<file path="src/ift_pkg.sv">
// ----------------------------------------------------------------------------
// ift_pkg
// Shared types and constants of the IP fragment tracker: field widths,
// report status codes, register index and controller/datapath handshake.
// ----------------------------------------------------------------------------
package ift_pkg;

    localparam int ID_W     = 16;
    localparam int ADDR_W   = 32;
    localparam int COUNT_W  = 16;
    localparam int OFFSET_W = 13;
    localparam int STATUS_W = 2;
    localparam int PADDR_W  = 3;
    localparam int PDATA_W  = 32;

    localparam logic [STATUS_W-1:0] ST_REPORTED  = 2'd0;
    localparam logic [STATUS_W-1:0] ST_NOT_FOUND = 2'd1;
    localparam logic [STATUS_W-1:0] ST_EMPTY     = 2'd2;

    localparam logic REG_SOURCE_ADDR = 1'b0;

    typedef struct packed {
        logic capture;
        logic update;
        logic emit;
    } t_dp_cmd;

    typedef struct packed {
        logic used_le1;
    } t_dp_stat;

endpackage

</file>
<file path="src/ip_fragment_tracker.sv">
// ----------------------------------------------------------------------------
// ip_fragment_tracker
// A packet header is captured, then matched and appended over all entries
// in one parallel step; busy is high during that step. An end_of_trace
// item is captured, then the report walks the table one entry per cycle
// (one step for an empty table), and its results come on consecutive cycles,
// one cycle each, marked by o_result_valid. The receiver cannot stall them.
// source_addr sits at APB byte address 0.
// ----------------------------------------------------------------------------
module ip_fragment_tracker
    import ift_pkg::*;
#(
    parameter int TABLE_DEPTH = 16
) (
    input  logic                i_clk,
    input  logic                i_rst_n,
    input  logic                start,
    output logic                busy,
    input  logic                i_end_of_trace,
    input  logic                i_more_fragments,
    input  logic [OFFSET_W-1:0] i_frag_offset,
    input  logic [ID_W-1:0]     i_datagram_id,
    input  logic [ADDR_W-1:0]   i_src_addr,
    output logic                o_result_valid,
    output logic [ID_W-1:0]     o_report_id,
    output logic [COUNT_W-1:0]  o_fragment_count,
    output logic [OFFSET_W-1:0] o_last_offset,
    output logic [STATUS_W-1:0] o_status,
    output logic                o_table_overflowed,
    output logic                o_last_result,
    input  logic                psel,
    input  logic                penable,
    input  logic                pwrite,
    input  logic [PADDR_W-1:0]  paddr,
    input  logic [PDATA_W-1:0]  pwdata,
    output logic [PDATA_W-1:0]  prdata,
    output logic                pready
);

    logic [ADDR_W-1:0] r_source_addr;
    logic              w_reg_idx;
    t_dp_cmd           w_cmd;
    t_dp_stat          w_stat;

    assign pready    = 1'b1;
    assign w_reg_idx = paddr[PADDR_W-1];

    always_ff @(posedge i_clk) begin
        if (!i_rst_n) begin
            r_source_addr <= '0;
        end else if (psel && penable && pwrite && pready) begin
            unique case (w_reg_idx)
                REG_SOURCE_ADDR: r_source_addr <= pwdata;
                default: ;
            endcase
        end
    end

    always_comb begin
        unique case (w_reg_idx)
            REG_SOURCE_ADDR: prdata = r_source_addr;
            default:         prdata = '0;
        endcase
    end

    ift_ctrl u_ctrl (
        .i_clk          (i_clk),
        .i_rst_n        (i_rst_n),
        .i_start        (start),
        .i_end_of_trace (i_end_of_trace),
        .i_stat         (w_stat),
        .o_cmd          (w_cmd),
        .o_busy         (busy)
    );

    ift_table #(
        .TABLE_DEPTH (TABLE_DEPTH)
    ) u_table (
        .i_clk              (i_clk),
        .i_rst_n            (i_rst_n),
        .i_cmd              (w_cmd),
        .o_stat             (w_stat),
        .i_source_addr      (r_source_addr),
        .i_more_fragments   (i_more_fragments),
        .i_frag_offset      (i_frag_offset),
        .i_datagram_id      (i_datagram_id),
        .i_src_addr         (i_src_addr),
        .o_result_valid     (o_result_valid),
        .o_report_id        (o_report_id),
        .o_fragment_count   (o_fragment_count),
        .o_last_offset      (o_last_offset),
        .o_status           (o_status),
        .o_table_overflowed (o_table_overflowed),
        .o_last_result      (o_last_result)
    );

endmodule

</file>
<file path="src/ift_ctrl.sv">
// ----------------------------------------------------------------------------
// ift_ctrl
// Controller: sequences packet capture, table update and the report walk.
// ----------------------------------------------------------------------------
module ift_ctrl
    import ift_pkg::*;
(
    input  logic     i_clk,
    input  logic     i_rst_n,
    input  logic     i_start,
    input  logic     i_end_of_trace,
    input  t_dp_stat i_stat,
    output t_dp_cmd  o_cmd,
    output logic     o_busy
);

    typedef enum logic [2:0] {
        S_IDLE = 3'b001,
        S_PKT  = 3'b010,
        S_RPT  = 3'b100
    } t_state;

    t_state r_state;
    t_state n_state;

    always_ff @(posedge i_clk) begin
        if (!i_rst_n) begin
            r_state <= S_IDLE;
        end else begin
            r_state <= n_state;
        end
    end

    always_comb begin
        n_state = r_state;
        o_cmd   = '0;
        unique case (r_state)
            S_IDLE: begin
                if (i_start) begin
                    o_cmd.capture = 1'b1;
                    n_state       = i_end_of_trace ? S_RPT : S_PKT;
                end
            end
            S_PKT: begin
                o_cmd.update = 1'b1;
                n_state      = S_IDLE;
            end
            S_RPT: begin
                o_cmd.emit = 1'b1;
                if (i_stat.used_le1) begin
                    n_state = S_IDLE;
                end
            end
            default: begin
                n_state = S_IDLE;
            end
        endcase
    end

    assign o_busy = (r_state != S_IDLE);

endmodule

</file>
<file path="src/ift_table.sv">
// ----------------------------------------------------------------------------
// ift_table
// Datapath: entry cells with parallel match, append at the fill count,
// shift-out report walk and the registered result stage.
// ----------------------------------------------------------------------------
module ift_table
    import ift_pkg::*;
#(
    parameter int TABLE_DEPTH = 16
) (
    input  logic                i_clk,
    input  logic                i_rst_n,
    input  t_dp_cmd             i_cmd,
    output t_dp_stat            o_stat,
    input  logic [ADDR_W-1:0]   i_source_addr,
    input  logic                i_more_fragments,
    input  logic [OFFSET_W-1:0] i_frag_offset,
    input  logic [ID_W-1:0]     i_datagram_id,
    input  logic [ADDR_W-1:0]   i_src_addr,
    output logic                o_result_valid,
    output logic [ID_W-1:0]     o_report_id,
    output logic [COUNT_W-1:0]  o_fragment_count,
    output logic [OFFSET_W-1:0] o_last_offset,
    output logic [STATUS_W-1:0] o_status,
    output logic                o_table_overflowed,
    output logic                o_last_result
);

    localparam int USED_W = $clog2(TABLE_DEPTH + 1);

    logic                r_mf;
    logic [OFFSET_W-1:0] r_off;
    logic [ID_W-1:0]     r_pid;
    logic [ADDR_W-1:0]   r_psrc;

    logic [ID_W-1:0]     r_id     [TABLE_DEPTH];
    logic [ADDR_W-1:0]   r_src    [TABLE_DEPTH];
    logic [COUNT_W-1:0]  r_count  [TABLE_DEPTH];
    logic [OFFSET_W-1:0] r_offset [TABLE_DEPTH];
    logic                r_closed [TABLE_DEPTH];

    logic [ID_W-1:0]     w_sh_id     [TABLE_DEPTH];
    logic [ADDR_W-1:0]   w_sh_src    [TABLE_DEPTH];
    logic [COUNT_W-1:0]  w_sh_count  [TABLE_DEPTH];
    logic [OFFSET_W-1:0] w_sh_offset [TABLE_DEPTH];
    logic                w_sh_closed [TABLE_DEPTH];

    logic [USED_W-1:0]   r_used;
    logic                r_ovf;
    logic                w_open;
    logic                w_full;
    logic                w_empty;
    logic                w_found;

    logic                r_out_valid;
    logic [ID_W-1:0]     r_out_id;
    logic [COUNT_W-1:0]  r_out_count;
    logic [OFFSET_W-1:0] r_out_offset;
    logic [STATUS_W-1:0] r_out_status;
    logic                r_out_ovf;
    logic                r_out_last;

    always_ff @(posedge i_clk) begin
        if (i_cmd.capture) begin
            r_mf   <= i_more_fragments;
            r_off  <= i_frag_offset;
            r_pid  <= i_datagram_id;
            r_psrc <= i_src_addr;
        end
    end

    assign w_open  = r_mf && (r_off == '0) && (r_psrc == i_source_addr);
    assign w_full  = (r_used == USED_W'(TABLE_DEPTH));
    assign w_empty = (r_used == '0);
    assign o_stat.used_le1 = (r_used <= USED_W'(1));

    for (genvar k = 0; k < TABLE_DEPTH; k++) begin : g_cell
        logic w_valid;
        logic w_hit;
        logic w_new;

        if (k == TABLE_DEPTH - 1) begin : g_tail
            assign w_sh_id[k]     = r_id[k];
            assign w_sh_src[k]    = r_src[k];
            assign w_sh_count[k]  = r_count[k];
            assign w_sh_offset[k] = r_offset[k];
            assign w_sh_closed[k] = r_closed[k];
        end else begin : g_body
            assign w_sh_id[k]     = r_id[k+1];
            assign w_sh_src[k]    = r_src[k+1];
            assign w_sh_count[k]  = r_count[k+1];
            assign w_sh_offset[k] = r_offset[k+1];
            assign w_sh_closed[k] = r_closed[k+1];
        end

        assign w_valid = (USED_W'(k) < r_used);
        assign w_hit   = w_valid && !r_closed[k] && (r_id[k] == r_pid)
                         && (r_src[k] == r_psrc);
        assign w_new   = w_open && !w_full && (USED_W'(k) == r_used);

        always_ff @(posedge i_clk) begin
            if (i_cmd.emit) begin
                r_id[k]     <= w_sh_id[k];
                r_src[k]    <= w_sh_src[k];
                r_count[k]  <= w_sh_count[k];
                r_offset[k] <= w_sh_offset[k];
                r_closed[k] <= w_sh_closed[k];
            end else if (i_cmd.update) begin
                if (w_hit) begin
                    if (r_count[k] != '1) begin
                        r_count[k] <= r_count[k] + COUNT_W'(1);
                    end
                    r_offset[k] <= r_off;
                    if (!r_mf) begin
                        r_closed[k] <= 1'b1;
                    end
                end else if (w_new) begin
                    r_id[k]     <= r_pid;
                    r_src[k]    <= r_psrc;
                    r_count[k]  <= COUNT_W'(1);
                    r_offset[k] <= '0;
                    r_closed[k] <= 1'b0;
                end
            end
        end
    end

    always_ff @(posedge i_clk) begin
        if (!i_rst_n) begin
            r_used <= '0;
            r_ovf  <= 1'b0;
        end else if (i_cmd.update) begin
            if (w_open && w_full) begin
                r_ovf <= 1'b1;
            end else if (w_open) begin
                r_used <= r_used + USED_W'(1);
            end
        end else if (i_cmd.emit) begin
            if (!w_empty) begin
                r_used <= r_used - USED_W'(1);
            end
            if (o_stat.used_le1) begin
                r_ovf <= 1'b0;
            end
        end
    end

    assign w_found = (r_count[0] != COUNT_W'(1)) && (r_offset[0] != '0);

    always_ff @(posedge i_clk) begin
        if (!i_rst_n) begin
            r_out_valid <= 1'b0;
        end else begin
            r_out_valid <= i_cmd.emit;
        end
    end

    always_ff @(posedge i_clk) begin
        if (i_cmd.emit) begin
            r_out_ovf <= r_ovf;
            if (w_empty) begin
                r_out_id     <= '0;
                r_out_count  <= '0;
                r_out_offset <= '0;
                r_out_status <= ST_EMPTY;
                r_out_last   <= 1'b1;
            end else begin
                r_out_id     <= r_id[0];
                r_out_count  <= w_found ? r_count[0] : '0;
                r_out_offset <= w_found ? r_offset[0] : '0;
                r_out_status <= w_found ? ST_REPORTED : ST_NOT_FOUND;
                r_out_last   <= (r_used == USED_W'(1));
            end
        end
    end

    assign o_result_valid     = r_out_valid;
    assign o_report_id        = r_out_id;
    assign o_fragment_count   = r_out_count;
    assign o_last_offset      = r_out_offset;
    assign o_status           = r_out_status;
    assign o_table_overflowed = r_out_ovf;
    assign o_last_result      = r_out_last;

endmodule
</file>
<file path="config.mk">
export PLATFORM = sky130hd
export DESIGN_NAME = ip_fragment_tracker
export DESIGN_NICKNAME = d
export VERILOG_FILES = /design/src/ift_pkg.sv /design/src/ip_fragment_tracker.sv /design/src/ift_ctrl.sv /design/src/ift_table.sv
export SDC_FILE = /design/constraint.sdc
export NUM_CORES = 2
export LEC_CHECK = 0
export ABC_AREA = 1
export BUFFER_PORTS_ARGS = -buffer_cell sky130_fd_sc_hd__buf_2
export CAP_MARGIN = 20
export CORE_MARGIN = 10
export CORE_UTILIZATION = 40
export DETAILED_ROUTE_END_ITERATION = 8
export GPL_TIMING_DRIVEN = 0
export SYNTH_ARGS = -nofsm -noshare
export SYNTH_HDL_FRONTEND = slang
export SYNTH_SLANG_ARGS = --single-unit
export TNS_END_PERCENT = 30
</file>
<file path="constraint.sdc">
create_clock -name i_clk -period 6.71 [get_ports i_clk]
set_input_delay 0.3355 -clock i_clk [delete_from_list [all_inputs] [get_ports i_clk]]
set_output_delay 0.3355 -clock i_clk [all_outputs]
set_load 0.1 [all_outputs]
</file>
After elaboration in Yosys (flattened, before gate mapping). Memories as Yosys holds them, arrays and structs flattened. Index checks and enable logic that the tools add are counted.

Bits in writable memories: 1248. Output and inout port bits: 84. Register bits: 153. Word-level logic and storage cells: 798. Memories: 5. Bits of input ports: 104.

Equality and inequality tests: 77. Muxes and demuxes: 438. $lt $le $gt $ge: 17. Reduce and logical (&&, ||, !) cells: 98. Add/subtract/negate cells: 18. Bitwise operators: 130.

Memories: u_table.r_src (words 16, width 32, rd ports 16, clocked after Yosys merged registers in 0, write ports 16, RTL line ift_table.sv:37) `logic [ADDR_W-1:0] r_src [TABLE_DEPTH];`; u_table.r_count (words 16, width 16, rd ports 16, clocked after Yosys merged registers in 0, write ports 16, RTL line ift_table.sv:38) `logic [COUNT_W-1:0] r_count [TABLE_DEPTH];`; u_table.r_id (words 16, width 16, rd ports 16, clocked after Yosys merged registers in 0, write ports 16, RTL line ift_table.sv:36) `logic [ID_W-1:0] r_id [TABLE_DEPTH];`; u_table.r_offset (words 16, width 13, rd ports 16, clocked after Yosys merged registers in 0, write ports 16, RTL line ift_table.sv:39) `logic [OFFSET_W-1:0] r_offset [TABLE_DEPTH];`; u_table.r_closed (words 16, width 1, rd ports 16, clocked after Yosys merged registers in 0, write ports 16, RTL line ift_table.sv:40) `logic r_closed [TABLE_DEPTH];`.

Operators by type and width (number): 16-bit 2-to-1 mux (48); 32-bit == test (17); 32-bit 2-to-1 mux (17); 13-bit 2-to-1 mux (32); 1-bit 2-to-1 mux (332); 16-bit by 1-bit adder with 16-bit output, second input constant (16); 16-bit == test (16); 16-bit inequality test, second input constant (16); 1-bit bitwise OR (128); 1-bit logical AND (71); 4-bit by 5-bit == test with 1-bit output, first input constant (8); 4-bit by 5-bit < comparator with 1-bit output, first input constant (8); 5-bit 2-to-1 mux (5); 3-bit by 5-bit == test with 1-bit output, first input constant (4); 3-bit by 5-bit < comparator with 1-bit output, first input constant (4); 1-bit zero test (17); 16-bit by 1-bit inequality test with 1-bit output, second input constant (1); 13-bit zero test (1); 13-bit nonzero test (1); 2-bit by 5-bit == test with 1-bit output, first input constant (2); 1-bit by 5-bit < comparator with 1-bit output, first input constant (2); 2-bit by 5-bit < comparator with 1-bit output, first input constant (2); 3-bit 2-to-1 mux (3); 2-bit by 1-bit inequality test with 1-bit output, second input constant (3); 19 further kinds (24).

Longest topological paths before layout.
Word-level depth: 11. Depth in mapped cells: 17. Depth with buffers taken out: 15.

Cells and area by module. A second synthesis with hierarchy kept.

Cells, all modules: 11297. Area, all modules: 85699.7 µm².

Modules (own cells, without submodules): ift_table (times used 1, sequential area each 40949.3 µm², area each 83844.2 µm², cells an instance 10994); ip_fragment_tracker (times used 1, sequential area each 640.6 µm², area each 1685.4 µm², cells an instance 281); ift_ctrl (times used 1, sequential area each 60.1 µm², area each 170.2 µm², cells an instance 22).

Worst setup path after synthesis. Ideal clock, no wire load.

Path type: register to register. Start: register u_ctrl.r_state[2]. End: memory u_table.r_id[0][0], enable pin. Setup time: 402 ps. Slack: 2778 ps. Required time: 6308 ps. Clock period less this slack: 3932 ps. Arrival time: 3529 ps. Buffers on the path: 1. Cell stages (with the launch flop): 6. Path through: dfxtp_1 inv_1 nor3_1 clkbuf_1 nor2_1 inv_1.

RTL lines: from (decl) (RTL line ift_ctrl.sv:23) `t_state r_state;`; from (signal assigned) (RTL line ift_ctrl.sv:30) `r_state <= n_state;`; to (decl) (RTL line ift_table.sv:36).

==> impl_metrics.toml <==
[setup_path]
crit_buf_inv = 4
critical_path_class = "reg2reg"
setup.worst_path.start_class = "register"
timing.critical_path.depth = 13
worst_ep_required_time_ns = 7.16
cp_data_arrival_time_ns = 6.70
cpMaxStageDelayCell = "sky130_fd_sc_hd__nand2_4"
critical_path.max_fanout = 49
path_delay_family = "simple AND/OR/NAND/NOR gates"
crit_chain = "buf_4, inv_1, nand2_1, o21ai_1, nor2_1, nand4_1, nor2_1, nand3_2, clkinv_2, nand3_2, nand2_4, inv_1, nand2_1"
critical_path.endpoint_type = "register"
reg2reg_depth = 13
timing.critical_path.slowest_cell_delay_ns = 0.78

[floorplan]
fp.dieH_um = 477.5
floorplan.die.width_um = 477.5
die_area_sq_mm = 0.2280
floorplan.initialDensity = 0.4031
design.core.area_sq_mm = 0.2077
rows = 167
pin_count = 188

[routing]
detail_route.vias_per_cell = 5.472
detailedRoute.firstIterationViolations = 9345
detailedRoute.firstPassIterationCount = 6
route.detailed.drc = 0
detail_route.wl_per_cell_um = 30.36
vias = 77470
antenna_left = 0
total_wirelength_of_the_detailed_routed_design_um = 429900

[pwr]
report.power.total_uw = 20900
sequentialPowerShare = 0.463
combPwrFrac = 0.103
power_switching_share = 0.2755
p_int_uw = 15140
p_per_area_mw_per_mm2 = 219.8
power.static_leakage_uw = 0.04146
share_clk_of_total_power = 0.434
net-switching-power_uw = 5760
peak_supply_drop_mv = 0.2545

[layout]
post-route-cell-area_sq_mm = 0.09512
nets = 11335
final-seq-area_sq_mm = 0.04165
post-route-util = 0.4580
area.growth.synth_to_final_pct = 13.60
fillCellCount = 21013
multi_input_comb_area_sq_mm = 0.03496
layout.cells.most_common_list = "sky130_fd_sc_hd__nand2_1 (3136), sky130_fd_sc_hd__nor2_1 (1814), sky130_fd_sc_hd__edfxtp_1 (1359)"
drive_above_1_share = 0.08252
instances_no_fill = 14157
most_common_library_cell_in_the_layout_ignoring_fill_and_taps = "sky130_fd_sc_hd__nand2_1"

[timing]
max_clock_freq_mhz = 160.0
hold_violations = 0
min_period_over_period = 0.9312
final-max-slew-violation-count = 0
min_period_ns = 6.248
setup_total_negative_slack_ns = 0
slew_at_the_pin_closest_to_its_max_slew_limit_ns = 1.318
rsz0062_at_grt = "no"
clock-skew-final_ns = 0.03212
setup_violations = 0
slew_headroom = 0.1213

[synthesis]
yosysSeqAreaShare = 0.4974
synth_async_reset_ratio = 0
ys.warnings.count = 0
synth_largest_area_cell = "sky130_fd_sc_hd__edfxtp_1"
synthesis.instances = 10723
yosys_register_bits = 1401
synth_edf_count = 1359
synth_top_flop_cell = "sky130_fd_sc_hd__edfxtp_1"
synth_area_sq_mm = 0.08373
top_post_synthesis_cells_by_area = "sky130_fd_sc_hd__edfxtp_1 (49%), sky130_fd_sc_hd__nand2_1 (14%), sky130_fd_sc_hd__nor2_1 (8.1%)"
synth_largest_type_area_fraction = 0.4874
synth_fp_nets = 10849
ys_types = 53
synth.avg_cell_area_sq_um = 7.808

[hold_path]
hold_path_depth = 6
timing.hold.worst.class = "in2reg"

[clock_tree]
worst_setup_hold_path_clk_slew_ns = 0.06
tritoncts_clock_tree = "built"
ctsHtreeMaxLevel = 4
clock-root-buffer = "sky130_fd_sc_hd__clkbuf_16"
cts-buffers-inserted = 166
cts-resized-gates = 0
cts.sinks = 1401
ctsLongestPathBuffers = 3
clock_latency_ns = 0.84

[global_route]
grt_usage = 0.3617
global_route_wire_length_before_repair_um = 571400
grt_max_degree = 56
grt_antenna_before_repair = 22
first_global_vias = 72690
overall_overflow_remaining_after_global_route = 0

[place]
gp_routability_congestion = 1.177
area_after_detailed_placement_sq_mm = 0.08866
placed_cells = 13722
post-dp-hpwl_um = 365000
io_buffer_count = 183

[flow_run]
drv_cap = 0

[outcome]
status = "finished clean"
==> through the flow <==
step / hold WS (ns) / setup WS [ns]
after global routing: 0.1638 / 0.4335
after floorplan: 0.4148 / 2.778
after global placement: 0.4269 / -1.533
after detailed placement: 0.4310 / 0.6927
final: 0.09950 / 0.4618
after CTS: 0.04080 / 0.6981
==> worst paths after layout <==
check                                            startpoint                                    to  slack (ns)
worst max-delay path            u_table.r_psrc[7]$_DFFE_PP_  u_table.r_count[10][2]$_SDFFCE_PP0P_        0.46
worst min-delay path                                penable        r_source_addr[29]$_SDFFE_PN0P_         0.1
worst max register to register  u_table.r_psrc[7]$_DFFE_PP_  u_table.r_count[10][2]$_SDFFCE_PP0P_        0.46
worst min register to register   u_table.r_pid[7]$_DFFE_PP_        u_table.r_id[1][119]$_DFFE_PP_        0.44
==> tightest hold or removal path, stage by stage <==
cell	delay, ns
sky130_fd_sc_hd__buf_2	0.10
sky130_fd_sc_hd__nand3_1	0.05
sky130_fd_sc_hd__nor2_1	0.04
sky130_fd_sc_hd__clkinv_1	0.13
sky130_fd_sc_hd__o21ai_0	0.09
sky130_fd_sc_hd__a21oi_1	0.12
==> synthesized netlist by cell type, types with 9 or more instances <==
cell                       number
sky130_fd_sc_hd__xnor2_1      200
sky130_fd_sc_hd__xor2_1       310
sky130_fd_sc_hd__o21ai_0      799
sky130_fd_sc_hd__nor3_1       264
sky130_fd_sc_hd__edfxtp_1    1359
sky130_fd_sc_hd__nand2_1     3142
sky130_fd_sc_hd__dfxtp_1       42
sky130_fd_sc_hd__inv_1       1119
sky130_fd_sc_hd__o22ai_1       26
sky130_fd_sc_hd__nand3b_1      31
sky130_fd_sc_hd__nand3_1      325
sky130_fd_sc_hd__buf_6         23
sky130_fd_sc_hd__or2_2         63
sky130_fd_sc_hd__nand4_1      306
sky130_fd_sc_hd__nor4_1        15
sky130_fd_sc_hd__o21ai_1       21
sky130_fd_sc_hd__nor3b_1       26
sky130_fd_sc_hd__clkbuf_1     219
sky130_fd_sc_hd__buf_1         15
sky130_fd_sc_hd__buf_2        227
sky130_fd_sc_hd__inv_2         31
sky130_fd_sc_hd__and2_1        33
sky130_fd_sc_hd__ha_1          22
sky130_fd_sc_hd__nor2_1      1814
sky130_fd_sc_hd__buf_4         70
sky130_fd_sc_hd__a21oi_1      139
sky130_fd_sc_hd__nor2_4         9
sky130_fd_sc_hd__nor2_2        10
==> flip-flops by register name (all words and copies together), names as in the netlist <==
register / flops
u_table.r_src: 512
u_table.r_count: 256
u_table.r_id: 256
u_table.r_offset: 208
r_source_addr: 32
u_table.r_psrc: 32
u_table.o_fragment_count: 16
u_table.o_report_id: 16
u_table.r_closed: 16
u_table.r_pid: 16
u_table.o_last_offset: 13
u_table.r_off: 13
u_table.r_used: 5
u_ctrl.r_state: 3
u_table.o_status: 2
u_table.o_last_result: 1
u_table.o_result_valid: 1
u_table.o_table_overflowed: 1
u_table.r_mf: 1
u_table.r_ovf: 1
==> kinds of logic (layout without fill, tap and decap cells) <==
logic type | after synthesis | count (layout) | synth area share
compound gates | 994 | 994 | 0.06013
simple gates | 6082 | 6082 | 0.3001
fa+ha+maj | 22 | 22 | 0.003288
other cells | 1 | 27 | 0.00004479
flops | 1401 | 1401 | 0.4974
xor+xnor | 511 | 511 | 0.05354
buf+inv | 1712 | 2332 | 0.08542
==> what timing repair did <==
action / CTS / global route
hold buffers: 98 / 0
setup buffers: 0 / 0
endpoints found under the hold margin: 97 / 0
==> cell type report <==
type	instances	area share
Antenna cell	26	0.0006840
Buffer	556	0.02961
Clock buffer	206	0.04636
Clock inverter	96	0.009340
Inverter	1156	0.04563
Multi-Input combinational cell	7610	0.3675
Sequential cell	1401	0.4379
Tap cell	2788	0.03667
Timing Repair Buffer	318	0.02628
==> routing by layer <==
| layer | GRT usage | wire (um) |
|---|---|---|
| met1 | 0.4634 | 171000 |
| met2 | 0.5537 | 185100 |
| met3 | 0.07273 | 38860 |
| met4 | 0.2387 | 34890 |
| met5 | 0 | 27 |
==> power groups by stage <==
stage | clock, uW | combinational (uW) | sequential [uW]
2_1_floorplan | 0 | 927 | 9830
3_5_place_dp | 0 | 1970 | 9860
4_1_cts | 9110 | 2020 | 9680
3_3_place_gp | 0 | 1960 | 9870
6_report | 9080 | 2140 | 9680
5_1_grt | 9450 | 2170 | 9690
(Power assumes the default switching activity.)
